**src/hcta_pkg.sv**
```systemverilog
// shared constants and types for the hit to circle track assigner
package hcta_pkg;

	localparam int MAX_TRACKS  = 16;
	localparam int SLOT_W      = $clog2(MAX_TRACKS);
	localparam int TRACK_W     = 5;
	localparam int COORD_W     = 31;
	localparam int WIRE_W      = 21;
	localparam int DRIFT_W     = 15;
	localparam int COUNT_W     = 8;
	localparam int RES_W       = 32;
	localparam int SQ_W        = 64;
	localparam int ROOT_W      = SQ_W / 2;
	localparam int SQRT_STEPS  = SQ_W / 2;
	localparam int SQRT_CNT_W  = $clog2(SQRT_STEPS);

	localparam logic [TRACK_W-1:0] NO_TRACK = TRACK_W'(MAX_TRACKS);
	localparam logic [RES_W-1:0]   RES_MAX  = '1;

	// request kinds carried in tuser
	localparam logic REQ_LOAD = 1'b0;
	localparam logic REQ_HIT  = 1'b1;

	// register index taken from paddr
	localparam logic REG_MAX_DISTANCE = 1'b0;
	localparam logic REG_MIN_HITS     = 1'b1;

	localparam logic [31:0]        MAX_DISTANCE_RST = 32'd1024;
	localparam logic [COUNT_W-1:0] MIN_HITS_RST     = 8'd4;

	// status of the square root unit
	typedef struct packed {
		logic busy;
		logic done;
	} sqrt_sts_t;

endpackage

```
**src/hcta_sqrt.sv**
```systemverilog
// iterative integer square root, one result bit per cycle
module hcta_sqrt import hcta_pkg::*; (
	input  logic              clk,
	input  logic              arst_n,
	input  logic              start,
	input  logic [SQ_W-1:0]   radicand,
	output logic [ROOT_W-1:0] root,
	output sqrt_sts_t         sts
);

	logic [SQ_W-1:0]       v_q;
	logic [SQ_W-1:0]       r_q;
	logic [SQ_W-1:0]       bit_q;
	logic [SQRT_CNT_W-1:0] cnt_q;
	logic                  busy_q;
	logic                  done_q;
	logic [SQ_W-1:0]       trial;
	logic                  fits;

	assign trial = r_q + bit_q;
	assign fits  = (v_q >= trial);

	always_ff @(posedge clk or negedge arst_n) begin
		if (!arst_n) begin
			busy_q <= 1'b0;
			done_q <= 1'b0;
			cnt_q  <= '0;
		end else begin
			done_q <= 1'b0;
			if (start) begin
				busy_q <= 1'b1;
				cnt_q  <= '0;
			end else if (busy_q) begin
				cnt_q <= cnt_q + 1'b1;
				if (cnt_q == SQRT_CNT_W'(SQRT_STEPS - 1)) begin
					busy_q <= 1'b0;
					done_q <= 1'b1;
				end
			end
		end
	end

	// datapath
	always_ff @(posedge clk) begin
		if (start) begin
			v_q   <= radicand;
			r_q   <= '0;
			bit_q <= SQ_W'(1) << (SQ_W - 2);
		end else if (busy_q) begin
			if (fits) begin
				v_q <= v_q - trial;
				r_q <= (r_q >> 1) + bit_q;
			end else begin
				r_q <= r_q >> 1;
			end
			bit_q <= bit_q >> 2;
		end
	end

	assign root     = r_q[ROOT_W-1:0];
	assign sts.busy = busy_q;
	assign sts.done = done_q;

endmodule

```
**config.mk**
```make
export PLATFORM = sky130hd
export DESIGN_NAME = hcta_sqrt
export DESIGN_NICKNAME = d
export VERILOG_FILES = /design/src/hcta_pkg.sv /design/src/hcta_sqrt.sv
export SDC_FILE = /design/constraint.sdc
export NUM_CORES = 1
export LEC_CHECK = 0
export BUFFER_PORTS_ARGS = -buffer_cell sky130_fd_sc_hd__buf_2
export CAP_MARGIN = 40
export CORE_MARGIN = 1.5
export CORE_UTILIZATION = 50
export CTS_CLUSTER_DIAMETER = 120
export DETAILED_ROUTE_END_ITERATION = 12
export GPL_TIMING_DRIVEN = 0
export PLACE_DENSITY = 0.68
export REMOVE_ABC_BUFFERS = 1
export SLEW_MARGIN = 20
export SYNTH_ARGS = -nofsm -noshare
export SYNTH_HDL_FRONTEND = slang
export SYNTH_SLANG_ARGS = --single-unit
```
**constraint.sdc**
```tcl
create_clock -name clk -period 14.1 [get_ports clk]
set_input_delay 2.82 -clock clk [delete_from_list [all_inputs] [get_ports clk]]
set_output_delay 2.82 -clock clk [all_outputs]
set_load 0.02 [all_outputs]
```
Word-level counts from Yosys, hierarchy flattened. Cells that the tools add are included.

Register bits after elaboration: 167. Input bits: 67. Logic and storage cells: 27.

Add/sub/neg operators: 4. Order comparisons: 1. Equality and inequality tests: 1. Mux-type cells: 12. Reductions and logical operators: 3.

Operators with widths (count): 2-to-1 mux 64 bit (4); adder 63 x 63 -> 64 bit (1); adder 64 x 63 -> 64 bit (1); greater-or-equal comparator 64 bit (1); subtractor 64 bit (1); 2-to-1 mux 5 bit (2); 2-to-1 mux 1 bit (6); adder 5 x 1 -> 5 bit (second input constant) (1); == test 5 bit (second input constant) (1); nonzero test 2 bit (2); AND reduction 2 bit (1).

Longest topological paths before layout.
Word-level depth: 5. Mapped depth: 26. Mapped depth without buffers: 23.

Least setup slack after synthesis. Ideal clock, no wire load.

Path type: register -> register. From: register r_q[2]. To: register v_q[0] (enable). Setup time: 574 ps. Arrival time: 9198 ps. Data required time: 13526 ps. Path slack: 4327 ps. Stages on the path, launching flop included: 23. Buffers on the path: 3. Path through: dfxtp_1 -> ha_1 -> a31oi_1 -> a211oi_1 -> a221o_1 -> a31o_2 -> a31o_1 -> a211o_1 -> and3_1 -> nor3_1 -> o21ai_1 -> xnor2_1 -> ha_1 -> clkbuf_1 -> nand4_1 -> nor3_1 -> nand3_1 -> a211oi_1 -> o31ai_1 -> and2_1 -> buf_6 -> buf_2 -> o21ai_0.

Cells in the longest elaborated chain, start to end: 4.

RTL lines: start: declaration (RTL line hcta_sqrt.sv:12) `logic [SQ_W-1:0] r_q;`; start signal: assignment (RTL line hcta_sqrt.sv:52) `r_q <= (r_q >> 1) + bit_q;`; start signal: assignment (RTL line hcta_sqrt.sv:54) `r_q <= r_q >> 1;`; adder 64 x 63 -> 64 bit (RTL line hcta_sqrt.sv:20) `assign trial = r_q + bit_q;`; greater-or-equal comparator 64 bit (RTL line hcta_sqrt.sv:21) `assign fits = (v_q >= trial);`; nonzero test 2 bit (no source line); AND reduction 2 bit (no source line); end signal: assignment (RTL line hcta_sqrt.sv:46) `v_q <= radicand;`; end signal: assignment (RTL line hcta_sqrt.sv:51) `v_q <= v_q - trial;`; end: declaration (RTL line hcta_sqrt.sv:11) `logic [SQ_W-1:0] v_q;`.

No other way between the ends. A chain may end at the register's enable or synchronous reset.

Worst setup path after layout.
From: register r_q[2]. To: register r_q[62].

Cells in the longest elaborated chain, start to end: 3.

RTL lines: adder 64 x 63 -> 64 bit (RTL line hcta_sqrt.sv:20); greater-or-equal comparator 64 bit (RTL line hcta_sqrt.sv:21); 2-to-1 mux 64 bit * (RTL line hcta_sqrt.sv:50) `if (fits) begin`.

Every way passes the cells marked *; elsewhere a longest branch is shown, timed or not.

==> flow_metrics.py <==
metrics = {
    "logic_synthesis": {
        "synth_compound_area_frac": 0.2750,
        "synth_ff_type": "dfxtp_1",
        "synth_top_family_by_area": "compound AO/OA/AOI/OAI gates",
        "synthMuxAreaShare": 0.02786,
        "synthAdderAreaFrac": 0.1073,
        "yosys.area_share.simple": 0.1808,
        "synth_area_per_cell_sq_um": 8.007,
        "synthXorXnorAreaFrac": 0.08825,
        "yosysUniqueCellTypes": 97,
        "synth_area_sq_um": 15580,
        "synth_seq_area_share": 0.2579,
        "yosys_warnings": 0,
        "ys_seq_elements": 167,
        "synth_edf_count": 64,
        "synthCells": 1946,
        "synth-async-reset-ratio": 0.04192,
    },
    "placement": {
        "port_buffers": 100,
        "placed_area_sq_um": 16000,
        "hpwl_mm": 32.36,
        "placedCellCount": 2304,
        "gp_congestion": 0.9036,
    },
    "global_route": {
        "gr-total-overflow": 0,
        "grt_usage": 0.2651,
        "grt_util_met3": 0.03768,
        "use_met1": 0.3922,
        "busiest_layer": "met2",
        "grt_use_met2": 0.3940,
        "antenna_found_initial": 0,
        "grt_pass1_wl_mm": 70.09,
        "first_global_vias": 13570,
        "grt_max_degree": 129,
    },
    "finish": {
        "mostFrequentLayoutCell": "nand2_1",
        "final_area_sq_um": 16640,
        "antenna_cells": 0,
        "drive_gt1_frac": 0.1030,
        "most-common-layout-cells": "234 x nand2_1, 188 x nor2_1, 149 x o21ai_0",
        "syn_to_final_growth_pct": 6.777,
        "nFillCells": 2911,
        "finalCoreUtilization": 0.5425,
        "finalNonFillerCells": 2337,
        "final_net_count": 2128,
    },
    "timing": {
        "worstMarginPinSlew_ns": 0.8573,
        "setup_violations": 0,
        "setup_tns_ns": 0,
        "slew_headroom": 0.4279,
        "max_freq_mhz": 141.7,
        "finalCriticalPeriod_ns": 7.059,
        "grt_setup_unrepaired": "no",
        "slew_viol_final": 0,
        "post-route-period-util": 0.5007,
        "hold_violations": 0,
        "clock_skew_ns": 0.01055,
    },
    "floorplanning": {
        "die_x_microns": 179.5,
        "ios": 101,
        "start_util": 0.5080,
        "die-area_sq_um": 32230,
        "core-area_sq_um": 30670,
        "die_y_microns": 179.5,
        "row_count": 64,
    },
    "pwr": {
        "leakage_nw": 6.940,
        "power_density_nw_per_um2": 193.6,
        "max-vdd-ir-drop_v": 0.0001112,
        "p_total_mw": 3.220,
    },
    "cts": {
        "insertion_delay_ns": 0.46,
        "cts_tree": "done",
        "cts_resized": 0,
        "ctsRootBufferMaster": "clkbuf_16",
        "cts.sinks": 167,
        "numCtsBuffers": 17,
        "ctsHtreeMaxLevel": 4,
        "cts_buffer_depth": 2,
        "clkTransAtPathRegs_ns": 0.07,
        "cts_hold_buf": 0,
        "post_cts_buffers": 0,
    },
    "status": {
        "outcome": "finished clean",
    },
    "flow_run": {
        "cap_violations": 0,
    },
    "setup_path": {
        "end_kind": "flip-flop",
        "critPathMaxFanout": 28,
        "r2r_setup_slack_ns": 7.04,
        "worstSetupStartpoint": "r_q[2]$_SDFFE_PP0P_",
        "critPathLaunchType": "flip-flop",
        "required_ns": 14.50,
        "worstPathArrival_ns": 7.46,
        "criticalPathCategory": "reg -> reg",
        "crit-reg2reg-launch": "r_q[2]$_SDFFE_PP0P_",
    },
    "route": {
        "drtIter0Drc": 1201,
        "vias": 14430,
        "avgViaCountPerCell": 6.175,
        "wl_mm": 43.09,
        "dr.pass1.iters": 5,
        "drc": 0,
        "routedWlPerCell_microns": 18.44,
        "final_antenna_net_count": 0,
    },
    "min_path": {
        "hold_path_class": "reg -> reg",
        "min-delay-start": "bit_q[62]$_SDFFE_PP1P_",
    },
}
[metal layers]
layer	routed length [microns]	vias up	share of wire
li1	-	7139	-
met1	21350	6759	0.50
met2	18180	468	0.42
met3	2532	64	0.059
met4	1020	0	0.024
met5	0	-	0
[synth_stat cells (all sizes together), types with 21 or more instances]
library cell	n	share of area
nand2	235	0.057
nor2	189	0.046
o21ai	159	0.051
ha	132	0.11
a21oi	121	0.039
dfxtp	96	0.12
clkbuf	92	0.027
xor2	83	0.047
xnor2	74	0.042
edfxtp	64	0.12
a31oi	60	0.024
a21o	57	0.028
buf	53	0.024
inv	46	0.011
nand4	42	0.018
mux2i	40	0.026
a211oi	39	0.019
o21bai	39	0.019
nand3	34	0.011
nor3	25	0.0080
a311oi	21	0.012
a31o	21	0.012
[stage by stage]
step | hold slack (ns) | setup slack [ns]
floorplan | 0.4817 | 3.966
global placement | 0.4964 | -0.3957
detailed placement | 0.5102 | 7.016
CTS | 0.5276 | 6.873
global route | 0.5335 | 6.633
finish | 0.5196 | 7.041
[final timing paths]
path | to | cells past startpoint
worst max-delay path | r_q[62]$_SDFFE_PP0P_ | 22
worst min register to register | bit_q[62]$_SDFFE_PP1P_ | 1
min in group asynchronous | cnt_q[4]$_DFFE_PN0P_ | 1
worst min-delay path | bit_q[62]$_SDFFE_PP1P_ | 1
worst max register to register | r_q[62]$_SDFFE_PP0P_ | 22
max in group asynchronous | busy_q$_DFF_PN0_ | 1
[power by group]
group | leakage, nW | switching [mW] | internal [mW] | total [mW]
sequential | 1.54 | 0.102 | 0.687 | 0.788
combinational | 5.09 | 1.17 | 0.751 | 1.92
clock | 0.315 | 0.229 | 0.286 | 0.515
[critical path, stage by stage (launching register included)]
cell and delay, ns:
dfxtp_1 0.37, ha_1 0.35, a31oi_1 0.17, a211oi_1 0.72, a221o_1 0.30, a31o_2 0.24
a31o_2 0.22, nor2_1 0.06, o31ai_1 0.42, a21oi_1 0.23, xor2_1 0.22, ha_1 0.41
nand2_1 0.17, or3b_1 0.46, nor3_1 0.31, nand3_1 0.24, a211oi_1 0.27, o31ai_1 0.15
nand2_2 0.49, buf_16 0.25, nand3_1 0.26, or4b_1 0.57, nand3_1 0.09
[sequential cells by signal, summed over array words and instances, names as in the netlist]
signal / cells
v_q: 64
r_q: 64
cnt_q: 5
bit_q: 32
done_q: 1
busy_q: 1
[logic make-up (layout without fill, tap and decap cells)]
kind of cell             after synthesis  in the layout
buffers and inverters                192            187
XOR/XNOR                             157            157
AND/OR/NAND/NOR                      617            617
adder cells (fa/ha/maj)              133            133
AO/OA/AOI/OAI                        637            637
flip-flops                           167            167
multiplexers                          43             43
[area by class of cell]
cell class | count | area [sq um] | area share
multi-input combinational | 1587 | 10600 | 0.6371
sequential | 167 | 4023 | 0.2418
timing repair buffer | 109 | 713.2 | 0.04287
clock buffer | 21 | 514.2 | 0.03091
tap | 396 | 495.5 | 0.02978
inverter | 46 | 172.7 | 0.01038
clock inverter | 11 | 118.9 | 0.007144
(Power assumes the default switching activity.)
